### config.mk
export PLATFORM = sky130hd
export DESIGN_NAME = rbf_queue
export DESIGN_NICKNAME = d
export VERILOG_FILES = /design/src/rtl/rbf_pkg.sv /design/src/rtl/rbf_queue.sv
export SDC_FILE = /design/constraint.sdc
export NUM_CORES = 1
export LEC_CHECK = 0
export ABC_CLOCK_PERIOD_IN_PS = 2000
export BUFFER_PORTS_ARGS = -buffer_cell sky130_fd_sc_hd__clkbuf_2
export CAP_MARGIN = 20
export CORE_MARGIN = 4
export CORE_UTILIZATION = 42
export DETAILED_ROUTE_END_ITERATION = 10
export HOLD_SLACK_MARGIN = 0.08
export SLEW_MARGIN = 25
export SYNTH_ARGS = -nofsm -noshare
export SYNTH_HDL_FRONTEND = slang
export SYNTH_SLANG_ARGS = --single-unit
### constraint.sdc
create_clock -name clk -period 2 [get_ports clk]
set_input_delay 0.3 -clock clk [delete_from_list [all_inputs] [get_ports clk]]
set_output_delay 0.3 -clock clk [all_outputs]
set_load 0.02 [all_outputs]
### src/rtl/rbf_pkg.sv
`timescale 1ns / 1ps
// Shared constants, payload types, state encodings and the exponential table of the RBF kernel.
package rbf_pkg;

  // Coordinate stream
  localparam int COORD_WIDTH = 16;
  localparam int DIFF_W      = COORD_WIDTH + 1;
  localparam int SQ_W        = 2 * COORD_WIDTH;

  // Distance accumulator, Q32.16
  localparam int DIST_W = 48;
  localparam int ACC_W  = ((SQ_W > DIST_W) ? SQ_W : DIST_W) + 1;
  localparam logic [DIST_W-1:0] DIST_MAX = '1;

  // Configuration registers
  localparam int PADDR_W   = 3;
  localparam int PDATA_W   = 32;
  localparam int REG_IDX_W = PADDR_W - 2;
  localparam logic [REG_IDX_W-1:0] REG_LENGTH = REG_IDX_W'(0);
  localparam logic [REG_IDX_W-1:0] REG_SIGNAL = REG_IDX_W'(1);

  localparam int SCALE_W   = 16;
  localparam int SQSCALE_W = 2 * SCALE_W;
  localparam logic [SCALE_W-1:0] LENGTH_RESET = SCALE_W'(256);
  localparam logic [SCALE_W-1:0] SIGNAL_RESET = SCALE_W'(256);

  // Reciprocal floor(2^62 / L^2)
  localparam int RECIP_SHIFT = 62;
  localparam int RECIP_W     = RECIP_SHIFT + 1;
  localparam int DIV_CNT_W   = $clog2(RECIP_W);
  localparam logic [RECIP_W-1:0] RECIP_RESET =
    RECIP_W'((64'd1 << RECIP_SHIFT) / (64'(LENGTH_RESET) * 64'(LENGTH_RESET)));

  // Wide product D * R, split into partial products
  localparam int PROD_W     = DIST_W + RECIP_W;
  localparam int DLO_W      = DIST_W / 2;
  localparam int DHI_W      = DIST_W - DLO_W;
  localparam int RLO_W      = 32;
  localparam int PP_W       = DHI_W + RLO_W;
  localparam int MUL_STEPS  = 4;
  localparam int MUL_CNT_W  = $clog2(MUL_STEPS + 1);

  // Exponent path
  localparam int Q32          = 32;
  localparam int T16_LSB      = 47;
  localparam int T16_W        = 22;
  localparam int LOG2E_FRAC_W = 31;
  localparam logic [LOG2E_FRAC_W-1:0] LOG2E_FRAC = LOG2E_FRAC_W'(1901360723);
  localparam int LMUL_W       = T16_W + LOG2E_FRAC_W;
  localparam logic [63:0] ROUND_HALF = 64'h0000_0000_8000_0000;
  localparam int U_W          = T16_W + 1;
  localparam int FRAC_W       = 16;
  localparam int N_W          = U_W - FRAC_W;
  localparam int SHIFT_SEL_W  = 5;
  localparam int KV_W         = 32;

  // Table of 2^(-k/N) in Q32
  localparam int EXP_TABLE_ENTRIES = 256;
  localparam int EXP_IDX_W         = $clog2(EXP_TABLE_ENTRIES);
  localparam int KPROD_W           = FRAC_W + EXP_IDX_W + 1;
  localparam int EXP_W             = 33;
  localparam int SERIES_TERMS      = 20;
  localparam logic [63:0] ONE_Q32  = 64'h0000_0001_0000_0000;
  localparam logic [63:0] LN2_Q32  = 64'd2977044472;

  // Queue between the accumulator and the exponential unit
  localparam int Q_DEPTH = 4;
  localparam int Q_PTR_W = $clog2(Q_DEPTH);
  localparam int Q_CNT_W = $clog2(Q_DEPTH + 1);

  typedef struct packed {
    logic signed [COORD_WIDTH-1:0] x_coord;
    logic signed [COORD_WIDTH-1:0] y_coord;
    logic                          last_element;
  } in_item_t;

  typedef struct packed {
    logic [KV_W-1:0] kernel_value;
    logic            saturated;
  } out_item_t;

  typedef struct packed {
    logic [DIST_W-1:0] distance;
    logic              ovf;
  } dist_item_t;

  typedef struct packed {
    logic [RECIP_W-1:0]   recip;
    logic [SQSCALE_W-1:0] sq_scale;
  } kparam_t;

  typedef enum logic [1:0] {
    CF_IDLE,
    CF_SQUARE,
    CF_DIV
  } cfg_state_t;

  typedef enum logic [2:0] {
    BK_IDLE,
    BK_MUL,
    BK_LOG,
    BK_EXP,
    BK_TAB,
    BK_PRD,
    BK_SHIFT
  } bk_state_t;

  typedef logic [EXP_W-1:0] exp_tab_t [EXP_TABLE_ENTRIES];

  // e^(-k*ln2/N) by a truncated Taylor series in Q32
  function automatic exp_tab_t build_exp_table();
    exp_tab_t    tab;
    logic [63:0] xq;
    logic [63:0] z;
    logic [63:0] term;
    longint      sum;
    for (int k = 0; k < EXP_TABLE_ENTRIES; k++) begin
      xq   = (64'(k) << Q32) / EXP_TABLE_ENTRIES;
      z    = (xq * LN2_Q32) >> Q32;
      term = ONE_Q32;
      sum  = longint'(ONE_Q32);
      for (int i = 1; i <= SERIES_TERMS; i++) begin
        term = ((term * z) >> Q32) / 64'(i);
        if (i % 2 == 1) begin
          sum = sum - longint'(term);
        end else begin
          sum = sum + longint'(term);
        end
      end
      tab[k] = (sum < 0) ? '0 : EXP_W'(sum);
    end
    return tab;
  endfunction

  localparam exp_tab_t EXP_TABLE = build_exp_table();

endpackage

### src/rtl/rbf_queue.sv
`timescale 1ns / 1ps
// Short queue of finished distances between the front end and the exponential unit.
module rbf_queue (
  input  logic                         clk,
  input  logic                         rst_n,
  input  logic                         push,
  input  rbf_pkg::dist_item_t          wdata,
  input  logic                         pop,
  output rbf_pkg::dist_item_t          rdata,
  output logic                         valid,
  output logic [rbf_pkg::Q_CNT_W-1:0] cnt
);
  import rbf_pkg::*;

  dist_item_t         mem_r [Q_DEPTH];
  logic [Q_PTR_W-1:0] wr_ptr_r;
  logic [Q_PTR_W-1:0] rd_ptr_r;
  logic [Q_CNT_W-1:0] cnt_r;

  assign rdata = mem_r[rd_ptr_r];
  assign valid = cnt_r != '0;
  assign cnt   = cnt_r;

  always_ff @(posedge clk) begin
    if (push) mem_r[wr_ptr_r] <= wdata;
  end

  always_ff @(posedge clk) begin
    if (!rst_n) begin
      wr_ptr_r <= '0;
      rd_ptr_r <= '0;
      cnt_r    <= '0;
    end else begin
      if (push) begin
        wr_ptr_r <= (wr_ptr_r == Q_PTR_W'(Q_DEPTH - 1)) ? '0 : wr_ptr_r + 1'b1;
      end
      if (pop) begin
        rd_ptr_r <= (rd_ptr_r == Q_PTR_W'(Q_DEPTH - 1)) ? '0 : rd_ptr_r + 1'b1;
      end
      if (push && !pop) begin
        cnt_r <= cnt_r + 1'b1;
      end else if (pop && !push) begin
        cnt_r <= cnt_r - 1'b1;
      end
    end
  end

  a_no_overrun: assert property (@(posedge clk) disable iff (!rst_n)
    push |-> (cnt_r < Q_CNT_W'(Q_DEPTH)))
    else $error("queue written while full");

  a_no_underrun: assert property (@(posedge clk) disable iff (!rst_n)
    pop |-> (cnt_r != '0))
    else $error("queue read while empty");

endmodule

==> impl_metrics.tcl, run 1 <==
set metrics [dict create \
    rows 48 \
    worst_skew_pair.late_latency_ns 0.49 \
    rsz0062_at_grt "yes" \
    p_total_mw 10.2 \
    grt_max_degree 34 \
    clkPwrFrac_pct 38.3 \
    syn_area_mm2 0.00754 \
    die_width_um 142 \
    postSynthAreaPerCell_um2 25.2 \
    sw_frac_of_total_pct 22.0 \
    slew_viol_final 0 \
    grt_pass1_wl_um 22500 \
    synth_edf_count 196 \
    via_count 3649 \
    die_y_um 142 \
    vias_per_cell 5.00 \
    synthArstFlopShare_pct 0 \
    hp-class "input pin to flip-flop" \
    nets 550 \
    htreeDepth 1 \
    drt_iter0_markers 148 \
    ys_types 23 \
    power_frac_seq_pct 48.7 \
    synth.most_common_cell "edfxtp_1" \
    yosysWarnings 0 \
    synthTopCellsByArea "edfxtp_1, mux4_2, dfxtp_1, ha_1, mux4_1" \
    num_antenna_cells 0 \
    final_antenna_net_count 0 \
    max_freq_mhz 465 \
    power.internal_mw 7.97 \
    first_pass_iters 4 \
    p_comb_share_pct 13.1 \
    finClkSkew_ns 0.00730 \
    relSlewSlack_pct 77.0 \
    dieArea_mm2 0.0202 \
    hpwl_um 8650 \
    cts_sinks 205 \
    gp_congestion 0.719 \
    ios 106 \
    finalSetupViolCount 49 \
    cts_tree "done" \
    crit_required_ns 1.70 \
    ys.flop_type "edfxtp_1" \
    synthCells 299 \
    finalInstanceArea_mm2 0.0102 \
    overflow 0 \
    routedWlPerCell_um 19.7 \
    post-route-worst-setup-slack_ns -0.153 \
    tightest_slew_ns 0.344 \
    ys_top_cells_by_count "edfxtp_1, mux4_2, dfxtp_1, ha_1" \
    initial_utilization_pct 43.2 \
    fin_crit_sh_pct 108 \
    p_per_area_mw_per_mm2 1000 \
    end_kind "primary output" \
    status "finished, violations left" \
    syn_nets 359 \
    cp.arrival_ns 1.85 \
    path_class "flip-flop to primary output" \
    grt_pass1_vias 4061 \
    routed_wl_um 14400 \
    violations "setup timing" \
    power.leakage_nw 3.56 \
    cts_buffers 22 \
    p_switching_mw 2.25 \
    drc 0 \
    portBuffers 105 \
    ys_ff_latch 205 \
    drive_above_1_share_pct 43.0 \
    dpl_cell_area_mm2 0.00852 \
    synth_top_cell_by_area "edfxtp_1" \
    hold_viol 0 \
    drv_cap 0 \
    antenna_found_initial 0 \
    cts_root_buf "clkbuf_16" \
    synth.top_cell.area_share_pct 78.0 \
    clk_pin_slew_worst_paths_ns 0.06 \
    track_usage_pct 14.6 \
    cp_max_fo 5 \
    yosysSeqAreaShare_pct 80.4 \
    finalCriticalPeriod_ns 2.15 \
    syn2layout_area_growth_pct 35.5 \
    coreArea_mm2 0.0175 \
    clockBufferDepth 3 \
    start_kind "flip-flop" \
    vdd_drop_max_v 0.000690 \
]
-- worst paths after layout --
kind,startpoint,endpoint,slack (ns),cells past startpoint
max,flip-flop,rdata[35],-0.15,4
min,rst_n,cnt[0],0.12,2
max reg2reg,cnt[0],cnt[2],0.48,4
min reg2reg,cnt[2],cnt[2],0.55,2
-- per-stage QoR --
stage	hold slack, ns	util [%]	worst slack [ns]	std cells	TNS, ns
final	0.116	58.5	-0.153	730	-5.50
after global routing	0.122	58.5	-0.215	730	-8.53
after CTS	0.101	57.0	-0.193	729	-6.91
after detailed placement	0.521	48.7	0.146	633	0
after global placement	0.494	48.7	0.244	633	0
after floorplan	0.399	-	0.392	299	0
-- cells by family after synthesis --
logic type               count (synthesis)  share of synthesized area [%]
flip-flops                             205                           80.4
adder cells (fa/ha/maj)                  7                           1.26
buffers and inverters                   15                           1.46
XOR/XNOR                                 2                          0.232
multiplexers                            53                           15.3
AND/OR/NAND/NOR                         14                           1.11
AO/OA/AOI/OAI                            3                          0.265
-- power by group through the flow --
stage / sequential (mW) / clock, mW / combinational (mW)
6_report: 4.97 / 3.91 / 1.33
3_5_place_dp: 5.07 / 0 / 1.01
4_1_cts: 4.97 / 4.01 / 1.20
3_3_place_gp: 5.06 / 0 / 0.991
5_1_grt: 4.99 / 4.22 / 1.43
2_1_floorplan: 5.06 / 0 / 0.603
-- routing by layer --
| layer | part of all wire (%) | global-route usage, % | wire, um | vias to the layer above |
|---|---|---|---|---|
| met5 | 0 | 0 | 0 | - |
| met4 | 1.3 | 3.59 | 180 | 0 |
| met3 | 5.7 | 3.36 | 814 | 21 |
| met2 | 51 | 25.0 | 7310 | 93 |
| met1 | 42 | 19.3 | 6090 | 1876 |
| li1 | - | - | - | 1659 |
-- area by class of cell --
class,count,area [um2]
Sequential cell,205,6070
Clock buffer,26,587
Timing Repair Buffer,178,1770
Fill cell,1271,7260
Multi-Input combinational cell,79,1370
Tap cell,225,282
Clock inverter,13,125
Inverter,4,15.0
-- worst max-delay path, stage by stage, from the launching register on --
cell	delay, ns
dfxtp_4	0.39
buf_12	0.14
buf_8	0.13
mux4_2	0.54
buf_8	0.15
-- cell usage in the layout (no fill, tap or decap), drive strengths merged, types with 2 or more instances in the layout --
master / instances
dfxtp: 9
ha: 6
nor2b: 5
clkbuf: 82
edfxtp: 196
mux2i: 4
dlygate4sd3: 49
bufinv: 2
mux4: 49
or3: 2
inv: 4
buf: 73
and2: 5
clkinv: 7
clkinvlp: 4
-- registers in the layout (all words and copies together), names as in the netlist, named ones only --
name      count
wr_ptr_r      2
mem_r       196
cnt           3
rd_ptr_r      2
-- repair_timing --
item / 4_1_cts / 5_1_grt
hold buffers: 49 / 0
buffers inserted: 5 / 2
endpoints found under the setup margin: 49 / 49
gates cloned: 3 / 0
gates resized for setup: 30 / 132
hold endpoints to repair: 196 / 0
No activity file was read; power rests on OpenSTA's default activity.
==> run 2: changes to the inputs <==
- CORE_UTILIZATION: 42 -> 45
- PLACE_DENSITY: default -> 0.68
==> impl_metrics.tcl, run 2 (synthesis gave the netlist of run 1 again) <==
set metrics [dict create \
    final_antenna_net_count 0 \
    ios 106 \
    clockBufferDepth 3 \
    drv_cap 0 \
    num_antenna_cells 0 \
    initial_utilization_pct 45.7 \
    htreeDepth 1 \
    nets 545 \
    dpl_cell_area_mm2 0.00844 \
    die_width_um 137 \
    cts_tree "done" \
    gp_congestion 0.698 \
    slew_viol_final 0 \
    fillerInstances 1182 \
    vdd_drop_max_v 0.000511 \
    largest_reg_flops 196 \
    finalCriticalPeriod_ns 2.13 \
    hold_viol 0 \
    syn2layout_area_growth_pct 32.3 \
    clk_pin_slew_worst_paths_ns 0.06 \
    drive_above_1_share_pct 41.2 \
    reg2reg_from "wr_ptr_r[0]" \
    path_class "flip-flop to primary output" \
    crit_required_ns 1.70 \
    routedWlPerCell_um 19.5 \
    hold_path_end "cnt[0]" \
    tightest_slew_ns 0.521 \
    p_total_mw 9.61 \
    first_pass_iters 4 \
    rsz0062_at_grt "yes" \
    r2r-end "mem_r[0][2]" \
    finalInstanceArea_mm2 0.00998 \
    routed_wl_um 13900 \
    relSlewSlack_pct 65.3 \
    antenna_found_initial 0 \
    coreArea_mm2 0.0165 \
    p_per_area_mw_per_mm2 963 \
    hp-class "input pin to flip-flop" \
    post-route-worst-setup-slack_ns -0.128 \
    overflow 0 \
    via_count 3627 \
    start_kind "flip-flop" \
    drt_iter0_markers 247 \
    finalSetupViolCount 49 \
    worst_hold_startpoint "rst_n" \
    hpwl_um 8430 \
    reg2reg_depth 4 \
    holdPathStages 2 \
    grt_max_degree 50 \
    max_freq_mhz 470 \
    cts_buffers 21 \
    cp_max_fo 8 \
    final_cell_mix "edfxtp_1, clkbuf_2, mux4_2, dlygate4sd3_1, buf_6" \
    cts_root_buf "clkbuf_16" \
    worst_skew_pair.late_latency_ns 0.48 \
    cts_sinks 205 \
    rrSetupSlack_ns 0.28 \
    fin_crit_sh_pct 106 \
    status "finished, violations left" \
    vias_per_cell 5.06 \
    portBuffers 105 \
    grt_pass1_vias 3917 \
    rows 47 \
    layout_commonest_cell "edfxtp_1" \
    cp.arrival_ns 1.83 \
    finClkSkew_ns 0.00645 \
    drc 0 \
    die_y_um 137 \
    violations "setup timing" \
    regMostFlops "mem_r" \
    end_kind "primary output" \
    dieArea_mm2 0.0189 \
    track_usage_pct 14.8 \
    power.leakage_nw 3.46 \
    grt_pass1_wl_um 21100 \
]
## run 2: worst max path at each step
| stage | from | end | depth (start not counted) |
|---|---|---|---|
| 2_1_floorplan | wr_ptr_r[0] | mem_r[3][0] | 2 |
| 3_3_place_gp | push | cnt[2] | 7 |
| 3_5_place_dp | push | cnt[2] | 7 |
| 4_1_cts | flip-flop | rdata[13] | 4 |
| 5_1_grt | flip-flop | rdata[40] | 4 |
| 6_report | flip-flop | rdata[40] | 4 |
## run 2: final cells by class
class	instances	area, um2	area share (%)
Clock buffer	26	544	5.45
Tap cell	220	275	2.76
Sequential cell	205	6070	60.8
Timing Repair Buffer	174	1670	16.7
Inverter	4	15.0	0.150
Clock inverter	9	41.3	0.414
Multi-Input combinational cell	79	1370	13.7
## run 2: timing repair
| action | in CTS | in global routing |
|---|---|---|
| setup endpoints to repair | 47 | 49 |
| resized for setup | 26 | 141 |
| hold buffers | 49 | 0 |
| setup buffers | 5 | 1 |
| gates cloned | 1 | 1 |
| hold endpoints to repair | 196 | 0 |
## run 2: worst max-delay path, stage by stage (launching register included)
cell and delay [ns]:
dfxtp_4 0.37, buf_8 0.13, buf_12 0.14, mux4_2 0.54, buf_6 0.16
## run 2: report_power, final
group	internal [mW]	switching, mW
sequential	4.91	0.0565
clock	1.91	1.44
combinational	0.669	0.623
total	7.50	2.12
## run 2: per-stage QoR
step                      setup TNS, ns  instances  worst slack [ns]  hold WS (ns)  util (%)
after floorplan                       0        299             0.392         0.399         -
after global placement                0        626             0.267         0.490      51.1
after detailed placement              0        626             0.189         0.513      51.1
after CTS                         -6.07        716            -0.184         0.108      58.6
after global routing              -6.59        717            -0.190         0.136      60.4
final                             -3.88        717            -0.128         0.132      60.4
## run 2: layer usage
metal  global-route usage, %  wire length [um]  vias up
met4                    3.55               265        0
met2                    24.7              6980      106
met5                       0                 0        -
met3                    3.43               801       22
met1                    20.1              5900     1858
li1                        -                 -     1641
==> run 3: changes to the inputs <==
- CORE_MARGIN: 4 -> 8
- PLACE_DENSITY: 0.68 -> 0.77
==> impl_metrics.tcl, run 3 (synthesis gave the netlist of run 1 again) <==
set metrics [dict create \
    status "finished, violations left" \
    violations "setup timing" \
    slew_viol_final 0 \
    start_kind "flip-flop" \
    p_per_area_mw_per_mm2 1030 \
    finClkSkew_ns 0.00868 \
    syn2layout_area_growth_pct 35.1 \
    multi_input_area_mm2 0.00137 \
    nets 548 \
    antenna_found_initial 1 \
    routedWlPerCell_um 20.8 \
    drt_iter0_markers 190 \
    clockBufferDepth 3 \
    coreArea_mm2 0.0165 \
    grt_pass1_vias 4173 \
    regArea_mm2 0.00607 \
    power_frac_seq_pct 47.5 \
    dieArea_mm2 0.0212 \
    fillerInstances 1139 \
    r2r-end "mem_r[2][26]" \
    fin_util_pct 61.9 \
    largest_reg_flops 196 \
    hp-class "input pin to flip-flop" \
    hold_viol 0 \
    initial_utilization_pct 45.8 \
    regMostFlops "mem_r" \
    worst_hold_startpoint "rst_n" \
    cp_max_fo 8 \
    drv_cap 0 \
    power.leakage_nw 3.58 \
    holdPathStages 2 \
    p_total_mw 10.5 \
    final_cell_mix "edfxtp_1, clkbuf_2, dlygate4sd3_1" \
    path_class "flip-flop to primary output" \
    cp.arrival_ns 1.85 \
    finalSetupViolCount 49 \
    sw_frac_of_total_pct 21.6 \
    p_switching_mw 2.27 \
    hold_path_end "wr_ptr_r[0]" \
    clk_pin_slew_worst_paths_ns 0.06 \
    via_count 3706 \
    crit_required_ns 1.70 \
    tns_ns -6.03 \
    drive_above_1_share_pct 42.7 \
    rsz0062_at_grt "yes" \
    fin_crit_sh_pct 107 \
    post-route-worst-setup-slack_ns -0.149 \
    power.internal_mw 8.21 \
    grt_max_degree 31 \
    htreeDepth 1 \
    num_antenna_cells 0 \
    cts_buffers 22 \
    worst_skew_pair.late_latency_ns 0.50 \
    overflow 0 \
    cts_sinks 205 \
    ios 106 \
    vias_per_cell 5.12 \
    drc 0 \
    first_pass_iters 4 \
    clkPwrFrac_pct 39.9 \
    layout_commonest_cell "edfxtp_1" \
    die_width_um 145 \
    relSlewSlack_pct 68.5 \
    die_y_um 145 \
    p_comb_share_pct 12.6 \
    end_kind "primary output" \
    track_usage_pct 14.0 \
    vdd_drop_max_v 0.000723 \
    rows 47 \
    tightest_slew_ns 0.472 \
    finalCriticalPeriod_ns 2.15 \
    rrSetupSlack_ns 0.50 \
    routed_wl_um 15100 \
    cts_tree "done" \
    reg2reg_depth 4 \
    cts_root_buf "clkbuf_16" \
    grt_pass1_wl_um 23200 \
    max_freq_mhz 465 \
    final_cells 724 \
    hpwl_um 8770 \
    gp_congestion 0.683 \
    reg2reg_from "wr_ptr_r[0]" \
    final_antenna_net_count 0 \
    hold_ws_ns 0.134 \
    dp_cells 625 \
    portBuffers 105 \
]
-- run 3: changes by cell type in the layout (fill, tap and decap cells not counted), moves of 2 or more --
cell       delta
buf_6         -3
buf_16        +6
clkbuf_1      -2
clkinv_2      +2
bufinv_16     +4
clkbuf_16     +2
buf_8         -3
buf_2         +2
buf_12        -5
clkinv_1      -2
buf_4         +5
-- run 3: worst max path at each step --
| stage | slack (ns) | depth (start not counted) | startpoint | to |
|---|---|---|---|---|
| after floorplan | 0.39 | 2 | wr_ptr_r[0] | mem_r[3][0] |
| after global placement | 0.26 | 7 | push | cnt[2] |
| after detailed placement | 0.17 | 7 | push | cnt[2] |
| after CTS | -0.22 | 4 | flip-flop | rdata[33] |
| after global routing | -0.22 | 4 | flip-flop | rdata[34] |
| final | -0.15 | 4 | flip-flop | rdata[11] |
-- run 3: power groups by stage --
stage	Sequential [mW]	Clock, mW	Combinational [mW]
after floorplan	5.06	0	0.603
after global placement	5.05	0	0.952
after detailed placement	5.07	0	0.974
after CTS	4.98	4.26	1.17
after global routing	4.99	4.44	1.40
final	4.98	4.18	1.32
-- run 3: what timing repair did --
action	in CTS	in global routing
setup endpoints to repair	49	49
setup buffers	4	0
hold endpoints to repair	196	0
hold buffers	49	0
gates cloned	5	1
gates resized for setup	21	131
-- run 3: stage by stage --
stage	setup slack (ns)	area [um2]
3_3_place_gp	0.262	8390
6_report	-0.149	10200
2_1_floorplan	0.392	7550
3_5_place_dp	0.174	8390
4_1_cts	-0.216	9910
5_1_grt	-0.216	10200
-- run 3: final cells by class --
cell class / count / share of cell area, %
Sequential cell: 205 / 59.5
Multi-Input combinational cell: 79 / 13.4
Clock buffer: 26 / 5.76
Clock inverter: 14 / 1.69
Tap cell: 220 / 2.70
Timing Repair Buffer: 176 / 16.7
Inverter: 4 / 0.147
-- run 3: routing by layer --
| metal | part of all wire [%] | global-route usage (%) |
|---|---|---|
| met2 | 51 | 23.3 |
| met5 | 0.053 | 0 |
| met4 | 1.6 | 3.96 |
| met3 | 5.4 | 3.82 |
| met1 | 42 | 17.7 |
-- run 3: worst max-delay path, cell delays in order, from the launching register on --
cell and delay [ns]:
dfxtp_4 0.40, buf_12 0.13, buf_16 0.14, mux4_2 0.53, buf_6 0.16
