--- src/rtl/rbf_pkg.sv ---
`timescale 1ns / 1ps
// Shared constants, payload types, state encodings and the exponential table of the RBF kernel.
package rbf_pkg;

  // Coordinate stream
  localparam int COORD_WIDTH = 16;
  localparam int DIFF_W      = COORD_WIDTH + 1;
  localparam int SQ_W        = 2 * COORD_WIDTH;

  // Distance accumulator, Q32.16
  localparam int DIST_W = 48;
  localparam int ACC_W  = ((SQ_W > DIST_W) ? SQ_W : DIST_W) + 1;
  localparam logic [DIST_W-1:0] DIST_MAX = '1;

  // Configuration registers
  localparam int PADDR_W   = 3;
  localparam int PDATA_W   = 32;
  localparam int REG_IDX_W = PADDR_W - 2;
  localparam logic [REG_IDX_W-1:0] REG_LENGTH = REG_IDX_W'(0);
  localparam logic [REG_IDX_W-1:0] REG_SIGNAL = REG_IDX_W'(1);

  localparam int SCALE_W   = 16;
  localparam int SQSCALE_W = 2 * SCALE_W;
  localparam logic [SCALE_W-1:0] LENGTH_RESET = SCALE_W'(256);
  localparam logic [SCALE_W-1:0] SIGNAL_RESET = SCALE_W'(256);

  // Reciprocal floor(2^62 / L^2)
  localparam int RECIP_SHIFT = 62;
  localparam int RECIP_W     = RECIP_SHIFT + 1;
  localparam int DIV_CNT_W   = $clog2(RECIP_W);
  localparam logic [RECIP_W-1:0] RECIP_RESET =
    RECIP_W'((64'd1 << RECIP_SHIFT) / (64'(LENGTH_RESET) * 64'(LENGTH_RESET)));

  // Wide product D * R, split into partial products
  localparam int PROD_W     = DIST_W + RECIP_W;
  localparam int DLO_W      = DIST_W / 2;
  localparam int DHI_W      = DIST_W - DLO_W;
  localparam int RLO_W      = 32;
  localparam int PP_W       = DHI_W + RLO_W;
  localparam int MUL_STEPS  = 4;
  localparam int MUL_CNT_W  = $clog2(MUL_STEPS + 1);

  // Exponent path
  localparam int Q32          = 32;
  localparam int T16_LSB      = 47;
  localparam int T16_W        = 22;
  localparam int LOG2E_FRAC_W = 31;
  localparam logic [LOG2E_FRAC_W-1:0] LOG2E_FRAC = LOG2E_FRAC_W'(1901360723);
  localparam int LMUL_W       = T16_W + LOG2E_FRAC_W;
  localparam logic [63:0] ROUND_HALF = 64'h0000_0000_8000_0000;
  localparam int U_W          = T16_W + 1;
  localparam int FRAC_W       = 16;
  localparam int N_W          = U_W - FRAC_W;
  localparam int SHIFT_SEL_W  = 5;
  localparam int KV_W         = 32;

  // Table of 2^(-k/N) in Q32
  localparam int EXP_TABLE_ENTRIES = 256;
  localparam int EXP_IDX_W         = $clog2(EXP_TABLE_ENTRIES);
  localparam int KPROD_W           = FRAC_W + EXP_IDX_W + 1;
  localparam int EXP_W             = 33;
  localparam int SERIES_TERMS      = 20;
  localparam logic [63:0] ONE_Q32  = 64'h0000_0001_0000_0000;
  localparam logic [63:0] LN2_Q32  = 64'd2977044472;

  // Queue between the accumulator and the exponential unit
  localparam int Q_DEPTH = 4;
  localparam int Q_PTR_W = $clog2(Q_DEPTH);
  localparam int Q_CNT_W = $clog2(Q_DEPTH + 1);

  typedef struct packed {
    logic signed [COORD_WIDTH-1:0] x_coord;
    logic signed [COORD_WIDTH-1:0] y_coord;
    logic                          last_element;
  } in_item_t;

  typedef struct packed {
    logic [KV_W-1:0] kernel_value;
    logic            saturated;
  } out_item_t;

  typedef struct packed {
    logic [DIST_W-1:0] distance;
    logic              ovf;
  } dist_item_t;

  typedef struct packed {
    logic [RECIP_W-1:0]   recip;
    logic [SQSCALE_W-1:0] sq_scale;
  } kparam_t;

  typedef enum logic [1:0] {
    CF_IDLE,
    CF_SQUARE,
    CF_DIV
  } cfg_state_t;

  typedef enum logic [2:0] {
    BK_IDLE,
    BK_MUL,
    BK_LOG,
    BK_EXP,
    BK_TAB,
    BK_PRD,
    BK_SHIFT
  } bk_state_t;

  typedef logic [EXP_W-1:0] exp_tab_t [EXP_TABLE_ENTRIES];

  // e^(-k*ln2/N) by a truncated Taylor series in Q32
  function automatic exp_tab_t build_exp_table();
    exp_tab_t    tab;
    logic [63:0] xq;
    logic [63:0] z;
    logic [63:0] term;
    longint      sum;
    for (int k = 0; k < EXP_TABLE_ENTRIES; k++) begin
      xq   = (64'(k) << Q32) / EXP_TABLE_ENTRIES;
      z    = (xq * LN2_Q32) >> Q32;
      term = ONE_Q32;
      sum  = longint'(ONE_Q32);
      for (int i = 1; i <= SERIES_TERMS; i++) begin
        term = ((term * z) >> Q32) / 64'(i);
        if (i % 2 == 1) begin
          sum = sum - longint'(term);
        end else begin
          sum = sum + longint'(term);
        end
      end
      tab[k] = (sum < 0) ? '0 : EXP_W'(sum);
    end
    return tab;
  endfunction

  localparam exp_tab_t EXP_TABLE = build_exp_table();

endpackage

--- src/rtl/rbf_cfg.sv ---
`timescale 1ns / 1ps
// Register file, reciprocal divider and amplitude square of the RBF kernel.
module rbf_cfg (
  input  logic                         clk,
  input  logic                         rst_n,
  input  logic                         psel,
  input  logic                         penable,
  input  logic                         pwrite,
  input  logic [rbf_pkg::PADDR_W-1:0] paddr,
  input  logic [rbf_pkg::PDATA_W-1:0] pwdata,
  output logic [rbf_pkg::PDATA_W-1:0] prdata,
  output logic                         pready,
  output rbf_pkg::kparam_t             kparam,
  output logic                         busy
);
  import rbf_pkg::*;

  cfg_state_t state_r, state_nxt;

  logic [SCALE_W-1:0]   length_r;
  logic [SCALE_W-1:0]   signal_r;
  logic [SQSCALE_W-1:0] s2_r;
  logic [SQSCALE_W-1:0] l2_r;
  logic [SQSCALE_W-1:0] rem_r;
  logic [SQSCALE_W-1:0] rem_nxt;
  logic [DIV_CNT_W-1:0] cnt_r;
  logic [RECIP_W-1:0]   recip_r;

  logic [REG_IDX_W-1:0] idx;
  logic                 wr;
  logic                 wr_len;
  logic                 wr_sig;
  logic [SCALE_W-1:0]   l_sel;
  logic [SQSCALE_W:0]   rem_sh;
  logic [SQSCALE_W:0]   rem_sub;
  logic                 q_bit;
  logic                 l2_load;
  logic                 div_step;

  assign pready = 1'b1;
  assign idx    = paddr[PADDR_W-1:2];
  assign wr     = psel && penable && pwrite;
  assign wr_len = wr && (idx == REG_LENGTH);
  assign wr_sig = wr && (idx == REG_SIGNAL);

  always_comb begin
    case (idx)
      REG_LENGTH: prdata = PDATA_W'(length_r);
      REG_SIGNAL: prdata = PDATA_W'(signal_r);
      default:    prdata = '0;
    endcase
  end

  always_ff @(posedge clk) begin
    if (!rst_n) begin
      length_r <= LENGTH_RESET;
      signal_r <= SIGNAL_RESET;
    end else begin
      if (wr_len) length_r <= pwdata[SCALE_W-1:0];
      if (wr_sig) signal_r <= pwdata[SCALE_W-1:0];
    end
  end

  always_ff @(posedge clk) begin
    s2_r <= SQSCALE_W'(signal_r) * SQSCALE_W'(signal_r);
  end

  // Restoring division of 2^62 by L^2, one quotient bit a cycle unless a length write restarts it
  assign l_sel   = (length_r == '0) ? SCALE_W'(1) : length_r;
  assign rem_sh  = {rem_r, (cnt_r == DIV_CNT_W'(RECIP_SHIFT))};
  assign rem_sub = rem_sh - (SQSCALE_W+1)'(l2_r);
  assign q_bit   = rem_sh >= (SQSCALE_W+1)'(l2_r);
  assign rem_nxt = q_bit ? rem_sub[SQSCALE_W-1:0] : rem_sh[SQSCALE_W-1:0];

  always_comb begin
    state_nxt = state_r;
    case (state_r)
      CF_IDLE:   if (wr_len) state_nxt = CF_SQUARE;
      CF_SQUARE: state_nxt = wr_len ? CF_SQUARE : CF_DIV;
      CF_DIV: begin
        if (wr_len) begin
          state_nxt = CF_SQUARE;
        end else if (cnt_r == '0) begin
          state_nxt = CF_IDLE;
        end
      end
      default:   state_nxt = CF_IDLE;
    endcase
  end

  always_comb begin
    busy     = 1'b1;
    l2_load  = 1'b0;
    div_step = 1'b0;
    case (state_r)
      CF_IDLE:   busy = 1'b0;
      CF_SQUARE: l2_load = 1'b1;
      CF_DIV:    div_step = !wr_len;
      default:   busy = 1'b1;
    endcase
  end

  always_ff @(posedge clk) begin
    if (!rst_n) begin
      state_r <= CF_IDLE;
      recip_r <= RECIP_RESET;
    end else begin
      state_r <= state_nxt;
      if (div_step) recip_r <= {recip_r[RECIP_W-2:0], q_bit};
    end
  end

  always_ff @(posedge clk) begin
    if (l2_load) begin
      l2_r  <= SQSCALE_W'(l_sel) * SQSCALE_W'(l_sel);
      rem_r <= '0;
      cnt_r <= DIV_CNT_W'(RECIP_SHIFT);
    end else if (div_step) begin
      rem_r <= rem_nxt;
      cnt_r <= cnt_r - 1'b1;
    end
  end

  assign kparam = '{recip: recip_r, sq_scale: s2_r};

  a_recip_nonzero: assert property (@(posedge clk) disable iff (!rst_n)
    !busy |-> (recip_r != '0))
    else $error("reciprocal is zero while idle");

  a_divisor_nonzero: assert property (@(posedge clk) disable iff (!rst_n)
    (state_r == CF_DIV) |-> (l2_r != '0))
    else $error("divider running with zero divisor");

endmodule

--- config.mk ---
export PLATFORM = sky130hd
export DESIGN_NAME = rbf_cfg
export DESIGN_NICKNAME = d
export VERILOG_FILES = /design/src/rtl/rbf_pkg.sv /design/src/rtl/rbf_cfg.sv
export SDC_FILE = /design/constraint.sdc
export NUM_CORES = 1
export LEC_CHECK = 0
export BUFFER_PORTS_ARGS = -buffer_cell sky130_fd_sc_hd__buf_4
export CORE_ASPECT_RATIO = 0.6
export CORE_MARGIN = 5
export CORE_UTILIZATION = 60
export CTS_CLUSTER_DIAMETER = 40
export DETAILED_ROUTE_END_ITERATION = 12
export GPL_ROUTABILITY_DRIVEN = 0
export PLACE_DENSITY = 0.9
export SLEW_MARGIN = 5
export SYNTH_ARGS = -nofsm -noshare
export SYNTH_HDL_FRONTEND = slang
export SYNTH_SLANG_ARGS = --single-unit
--- constraint.sdc ---
create_clock -name clk -period 8.2 [get_ports clk]
set_input_delay 1.64 -clock clk [delete_from_list [all_inputs] [get_ports clk]]
set_output_delay 1.64 -clock clk [all_outputs]
set_load 0.01 [all_outputs]
==> metrics.md, run 1 <==
| Metric | Value |
|---|---|
| Critical path's most frequent cell | inv_1 |
| Effective utilization at floorplan | 60.7% |
| Max-capacitance violation count | 0 |
| Cell depth of the worst flop-to-flop path | 23 |
| Unrepaired setup endpoints after global routing | no |
| Maximum number of pins on one net before global-route repair | 115 |
| End of the worst hold path | recip_r[37] |
| FMAX | between 100 and 150 MHz |
| Critical Path RT | between 8 and 9 ns |
| Layout Area Growth over Synthesis | 7.83% |
| Maximum fanout along the worst path | 19 |
| Number of synthesized flops with an enable pin | 31 |
| Data arrival time of the critical path | 7.65 ns |
| Minimum period implied by the final worst setup slack | 7.41 ns |
| Number of buffers created by CTS | 17 |
| Kind of cell with the highest combined delay on the critical path | adder cells |
| Setup bufs post-CTS | 0 |
| Number of placement rows | between 50 and 60 |
| Wire length of the first global-routing pass | between 100000 and 150000 um |
| DIE HEIGHT | 164 um |
| Final setup violation count | 0 |
| Total power after layout | a little under 4 mW |
| Fraction of final layout cells sized beyond drive strength 1 | 8.09% |
| Async set or reset register ratio after synthesis | 0% |
| Global Route Usage Sum | 28.3% |
| Maximum number of buffers from clock root to sink | 2 |
| Number of global-route vias before repair | 20390 |
| Quantity of I/O buffers inserted on ports | approximately 130 |
| Setup skew after layout | 0.0199 ns |
| Number of vias per cell | 5.85 |
| Number of DRC violations after detailed-routing iteration 0 | around 2100 |
| Crit path largest cell delay | 0.64 ns |
| Most frequent cells in the layout | inv_1, nand2_1, fa_1 |
| Pwr/cell area | roughly 150 mW/mm^2 |
| Slew HR | 6.98% |
| CTS H-tree lvls | 4 |
| Result of the run | finished, final reports clean |
| Residual DRC | 0 |
| Synth warn | 0 |
| Per-instance average area after synthesis | 8.76 um^2 |
| Launch point of the worst reg-to-reg path | length_r[8] |
| Total number of vias | a little under 20000 |
| Worst setup slack after layout | 0.786 ns |
| Synthesized flop and latch total | between 150 and 200 |
| Pin slew with the least headroom to its limit | 1.39 ns |
| Die Footprint | approximately 0.044 mm^2 |
| Fin crit share | 90.4% |
| Clock root buffer | clkbuf_16 |
| Internal reg-to-reg setup slack | 0.79 ns |
| Post-route setup TNS | 0 ns |
| Number of nets in the final layout | 3352 |
| Leading cell type in the layout, fill and taps excluded | inv_1 |
| Initial antenna violation count | 0 |
| Count of buffering cells on the critical path with inverters included | 7 |
| Wire length per cell | 18.5 um |
| Primary FF master, synth | dfxtp_1 |
| Remaining number of nets flagged by the antenna check after routing | 0 |
| Count of cells resized by post-cts repair | 0 |
| Unique masters post-synth | just over 80 |
| Worst hold-check path type | flop to flop |
| HPWL after DPL | 47300 um |
| Depth of the worst hold-timing path | 2 |
| CP Cell Sequence | nand2_1, inv_1, fa_1, inv_1, fa_1, inv_1, fa_1, inv_1, fa_1, inv_1, fa_1, inv_1, fa_1, inv_1, ha_1, o21ai_0, nor2_1, o31ai_1, nor3_1, or3_1, o311ai_1, a31oi_1, xor2_1 |
| Clock input transition at the sequential cells of the worst setup and hold paths | 0.10 ns |
| Count of pins on the block boundary | 169 |
| Total Wirelength | 60900 um |
| Final number of max-transition violations | 0 |
| Setup crit end kind | flop |
| Die X-Extent | 267 um |
| Reg-to-reg critical path endpoint | l2_r[29] |
| Clk Latency, worst-skew pair | 0.50 ns |
| Worst hold path startpoint | recip_r[36] |
| Placeable Area | 0.0391 mm^2 |
| TritonRoute pass-1 iters | 7 |
| Slowest CP cell | dfxtp_1 |
| Critical path class | flop to flop |
| CTS tree | built |
| Post-synthesis cell count | 2712 |
| Netlist Area Pre-Place | 0.0237 mm^2 |
| Crit path launch type | flop |
| Maximum vdd ir drop | around 0.00017 V |
| Antenna diode instance count | 0 |
| Sequential fraction of the synthesis area | 17.9% |
| CTS Sinks | a little under 200 |
| Leakage power summed over all cells | 12.9 nW |
| # hold bufs at CTS | 0 |
| Hold Fails Final Rpt | 0 |
| Pre-CTS setup slack | ~1.1 ns |
| Aggregate global routing overflow | 0 |
## per-stage QoR
step,hold slack (ns),std cells,instance area (um^2),utilization [%]
floorplan,0.329,2728,23800,-
global placement,0.455,3258,24900,63.8
detailed placement,0.473,3258,24900,63.8
CTS,0.486,3290,25600,65.5
global route,0.505,3290,25600,65.5
finish,0.482,3290,25600,65.5
## worst max path at each step
stage,from,endpoint,slack (ns),cells past startpoint
global route,length_r[8],l2_r[29],0.55,23
detailed placement,length_r[8],l2_r[28],1.06,23
CTS,length_r[3],l2_r[29],1.01,23
finish,length_r[8],l2_r[29],0.79,23
global placement,length_r[8],l2_r[29],1.31,23
floorplan,length_r[8],l2_r[29],1.88,25
## sequential cells by signal, summed over array words and instances, names as in the netlist
name / cells
state_r: 2
cnt_r: 6
recip_r: 63
s2_r: 31
length_r: 16
l2_r: 31
rem_r: 32
signal_r: 16
## cells by family (layout without fill, tap and decap cells)
kind of cell | after synthesis | in the layout | synth area share (%)
and+or+nand+nor | 768 | 768 | 15.0
buffers and inverters | 655 | 695 | 10.8
adders and majority gates | 557 | 557 | 39.7
AOI/OAI and AO/OA | 418 | 418 | 12.2
DFF | 197 | 197 | 17.9
xor gates and xnor gates | 91 | 91 | 3.36
muxes | 24 | 24 | 1.11
other | 2 | 18 | 0.0316
## cell type report
type	count	area [um^2]
clock buffer	17	425
multi-input combinational	1876	17000
timing repair buffer	144	1080
sequential	197	4250
tap	522	653
fill	2900	13500
clock inverter	15	238
inverter	519	1950
## metal layers
layer | wire length, um | vias to the layer above | share of wire [%] | track usage (%)
li1 | - | 8628 | - | -
met1 | 24400 | 9383 | 40 | 37.9
met2 | 27800 | 1041 | 46 | 44.5
met3 | 6600 | 204 | 11 | 7.40
met4 | 2160 | 0 | 3.5 | 11.0
met5 | 0 | - | 0 | 0
## where the power goes
part | total [mW] | switching [mW] | leakage, nW | internal (mW)
Combinational | 1.72 | 1.07 | 10.9 | 0.645
Clock | 0.974 | 0.531 | 0.320 | 0.444
Sequential | 1.16 | 0.0936 | 1.68 | 1.07
## cells in the mapped netlist (7+ instances only)
cell | instances | area share [%]
a21o_1 | 34 | 1.1
nand3_1 | 38 | 0.80
xnor2_1 | 63 | 2.3
clkbuf_1 | 103 | 1.6
nand2_1 | 397 | 6.3
o21ai_0 | 67 | 1.4
a211oi_1 | 13 | 0.41
a21oi_1 | 101 | 2.1
nand4_1 | 17 | 0.45
nor3_1 | 25 | 0.53
o21a_1 | 8 | 0.25
mux2_2 | 17 | 0.81
nor2b_1 | 18 | 0.47
nand2b_1 | 13 | 0.34
xor2_1 | 28 | 1.0
buf_2 | 7 | 0.15
inv_1 | 518 | 8.2
and2_1 | 108 | 2.8
ha_1 | 231 | 12
fa_1 | 326 | 27
o211ai_1 | 11 | 0.35
a21boi_0 | 93 | 2.9
and3_1 | 18 | 0.47
edfxtp_1 | 31 | 3.9
nor2_1 | 95 | 1.5
dfxtp_1 | 166 | 14
o21bai_1 | 7 | 0.22
a31oi_1 | 13 | 0.34
a311oi_1 | 12 | 0.44
buf_4 | 20 | 0.63
## worst register-to-register path, cell delays in order (launching register included)
cell      delay [ns]
dfxtp_1         0.64
nand2_1         0.27
inv_1           0.09
fa_1            0.57
inv_1           0.07
fa_1            0.55
inv_1           0.06
fa_1            0.50
inv_1           0.06
fa_1            0.53
inv_1           0.05
fa_1            0.47
inv_1           0.05
fa_1            0.48
inv_1           0.05
ha_1            0.33
o21ai_0         0.31
nor2_1          0.12
o31ai_1         0.49
nor3_1          0.20
or3_1           0.46
o311ai_1        0.47
a31oi_1         0.18
xor2_1          0.18
(Power assumes the default switching activity.)
==> run 2: changes to the inputs <==
- BUFFER_PORTS_ARGS: -buffer_cell sky130_fd_sc_hd__buf_4 -> default
- CTS_BUF_LIST: default -> sky130_fd_sc_hd__clkbuf_4
- DONT_BUFFER_PORTS: default -> 1
- PLACE_DENSITY: 0.9 -> 0.87
==> run 2 against run 1 <==
Setup slack better by 0.042 ns. Count of clock-buffer cells in the layout stayed put. Register-to-register slack better by 0.04 ns. Maximum frequency is 0.57% higher. Flip-flop and latch count stayed put. Cell count is 4.0% lower. First-iteration DRC count is 19% lower. Worst hold slack better by 0.0077 ns. Highest routed layer unchanged. Critical path depth is 2 lower. Combinational power is 4% lower. Clock skew is 0.030 ns higher. Critical endpoint is now l2_r[28]. Clock power is 33% lower.
==> metrics.md, run 2 (same netlist as run 1, synthesis figures left out) <==
| Metric | Value |
|---|---|
| Result of the run | finished, final reports clean |
| Maximum number of pins on one net before global-route repair | 98 (-15%) |
| Layout Area Growth over Synthesis | 2.43% |
| Met2 usage in global routing | 41.8% (-2.6 points) |
| Pin slew with the least headroom to its limit | 1.30 ns (-0.0928 ns) |
| Setup skew after layout | 0.0496 ns (+0.0297 ns) |
| Residual DRC | 0 (unchanged) |
| Crit path launch type | flop |
| Setup crit end kind | flop |
| Unrepaired setup endpoints after global routing | no |
| FMAX | 136 MHz (+0.57%) |
| Top reg by flops | recip_r |
| Final Non-Filler Cells | 3160 (-4.0%) |
| Met3 track utilization from global routing | 7.55% (+0.15 points) |
| Data arrival time of the critical path | 7.81 ns (+0.16 ns) |
| Aggregate global routing overflow | 0 (unchanged) |
| Clk Latency, worst-skew pair | 0.70 ns (+0.20 ns) |
| Count of pins on the block boundary | 169 (unchanged) |
| Number of placement rows | 56 (unchanged) |
| Die Footprint | 0.0438 mm^2 (unchanged) |
| Most frequent cells in the layout | inv_1, nand2_1, fa_1 |
| Final number of max-transition violations | 0 (unchanged) |
| Worst slack on hold paths | 0.490 ns (+0.00768 ns) |
| Quantity of I/O buffers inserted on ports | 0 (-100%) |
| DIE HEIGHT | 164 um (unchanged) |
| Total power after layout | 3.48 mW (-9.9%) |
| Critical Path RT | 8.64 ns (+0.21 ns) |
| Slew HR | 13.2% (+6.2 points) |
| Number of nets in the final layout | 3221 (-3.9%) |
| Filler Cell Count | 3107 (+7.1%) |
| Leakage power summed over all cells | 12.1 nW (-6.4%) |
| Maximum number of buffers from clock root to sink | 2 (unchanged) |
| Total number of vias | 18324 (-4.8%) |
| Number of buffers created by CTS | 17 (unchanged) |
| Wire length per cell | 18.0 um (-2.6%) |
| Peak-usage layer in the global routing report | met2 |
| Max-capacitance violation count | 0 (unchanged) |
| Number of DRC violations after detailed-routing iteration 0 | 1715 (-19%) |
| Maximum vdd ir drop | 0.000223 V (+29%) |
| Total Wirelength | 56900 um (-6.5%) |
| Number of vias per cell | 5.80 (-0.93%) |
| Initial antenna violation count | 2 (+2) |
| Remaining number of nets flagged by the antenna check after routing | 0 (unchanged) |
| Die X-Extent | 267 um (unchanged) |
| Leading cell type in the layout, fill and taps excluded | inv_1 |
| Count of cells resized by post-cts repair | 0 (unchanged) |
| HPWL after DPL | 45300 um (-4.1%) |
| Placeable Area | 0.0391 mm^2 (unchanged) |
| Worst hold-check path type | flop to flop |
| Largest registers ranked by flip-flop count | recip_r x63, rem_r x32 |
| Fin crit share | 89.9% (-0.51 points) |
| Setup bufs post-CTS | 0 (unchanged) |
| Met1 capacity usage during global routing | 36.0% (-2.0 points) |
| Fraction of final layout cells sized beyond drive strength 1 | 3.53% (-4.6 points) |
| Pwr/cell area | 143 mW/mm^2 (-5.1%) |
| CTS tree | built |
| Global Route Usage Sum | 26.5% (-1.8 points) |
| Wire length of the first global-routing pass | 94400 um (-5.9%) |
| # hold bufs at CTS | 0 (unchanged) |
| Minimum period implied by the final worst setup slack | 7.37 ns (-0.0420 ns) |
| Maximum fanout along the worst path | 17 (-2) |
| Hold Fails Final Rpt | 0 (unchanged) |
| Effective utilization at floorplan | 60.7% (unchanged) |
| Number of flip-flops under the largest register name | 63 (unchanged) |
| TritonRoute pass-1 iters | 8 (+1) |
| Number of global-route vias before repair | 19125 (-6.2%) |
| Clock root buffer | clkbuf_4 |
| CTS H-tree lvls | 4 (unchanged) |
| Clock input transition at the sequential cells of the worst setup and hold paths | 0.23 ns (+0.13 ns) |
| CTS Sinks | 197 (unchanged) |
| Critical path class | flop to flop |
| Cells after DPL | 3127 (-4.0%) |
| Final setup violation count | 0 (unchanged) |
| Post-route setup TNS | 0 ns (unchanged) |
-- run 2: cell count changes in the layout (fill, tap and decap cells not counted) --
cell	delta
clkbuf_16	-17
inv_16	+1
clkbuf_4	+17
inv_6	+1
buf_4	-131
clkinv_8	-1
diode_2	+1
inv_12	-1
-- run 2: critical path, cell delays in order, from the launching register on --
cell and delay [ns]:
dfxtp_1 0.96, inv_1 0.34, nor2_1 0.23, fa_1 0.41, inv_1 0.08, fa_1 0.42, inv_1 0.11, fa_1 0.47
fa_1 0.51, fa_1 0.49, inv_1 0.04, fa_1 0.47, inv_1 0.04, ha_1 0.35, nand2_1 0.12, nor2_1 0.31
o21a_1 0.17, o21ai_0 0.21, a311oi_1 0.89, a211oi_1 0.21, o21bai_1 0.21, xor2_1 0.08
-- run 2: path summary, 6_finish.rpt --
check / startpoint / endpoint / slack [ns] / cells past startpoint
worst max register to register: length_r[6] / l2_r[28] / 0.83 / 21
worst min register to register: rem_r[5] / rem_r[6] / 0.49 / 2
worst max-delay path: length_r[6] / l2_r[28] / 0.83 / 21
worst min-delay path: rem_r[5] / rem_r[6] / 0.49 / 2
-- run 2: cell type report --
cell class	count	area, um^2	share of cell area, %
Inverter	519	1950	8.01
Timing Repair Buffer	13	97.6	0.401
Antenna cell	1	2.50	0.0103
Tap cell	522	653	2.69
Clock buffer	17	128	0.525
Multi-Input combinational cell	1876	17000	69.9
Clock inverter	15	234	0.962
Sequential cell	197	4250	17.5
-- run 2: layer usage --
metal  vias to the layer above  part of all wire (%)
li1                       8377                     -
met1                      8951                    41
met2                       872                    46
met3                       124                    11
met4                         0                   2.4
met5                         -                     0
-- run 2: metrics by stage --
step                cell area (um^2)  util [%]  worst slack [ns]
floorplan                      23800         -              1.88
global placement               24000      61.3              1.27
detailed placement             24000      61.3              1.10
CTS                            24300      62.2              1.07
global route                   24300      62.2             0.608
finish                         24300      62.2             0.828
-- run 2: power breakdown --
group / leakage (nW) / internal (mW) / switching [mW] / total [mW]
Combinational: 10.2 / 0.628 / 1.03 / 1.65
Sequential: 1.68 / 1.07 / 0.0970 / 1.17
Clock: 0.189 / 0.175 / 0.479 / 0.654
Total: 12.1 / 1.87 / 1.60 / 3.48
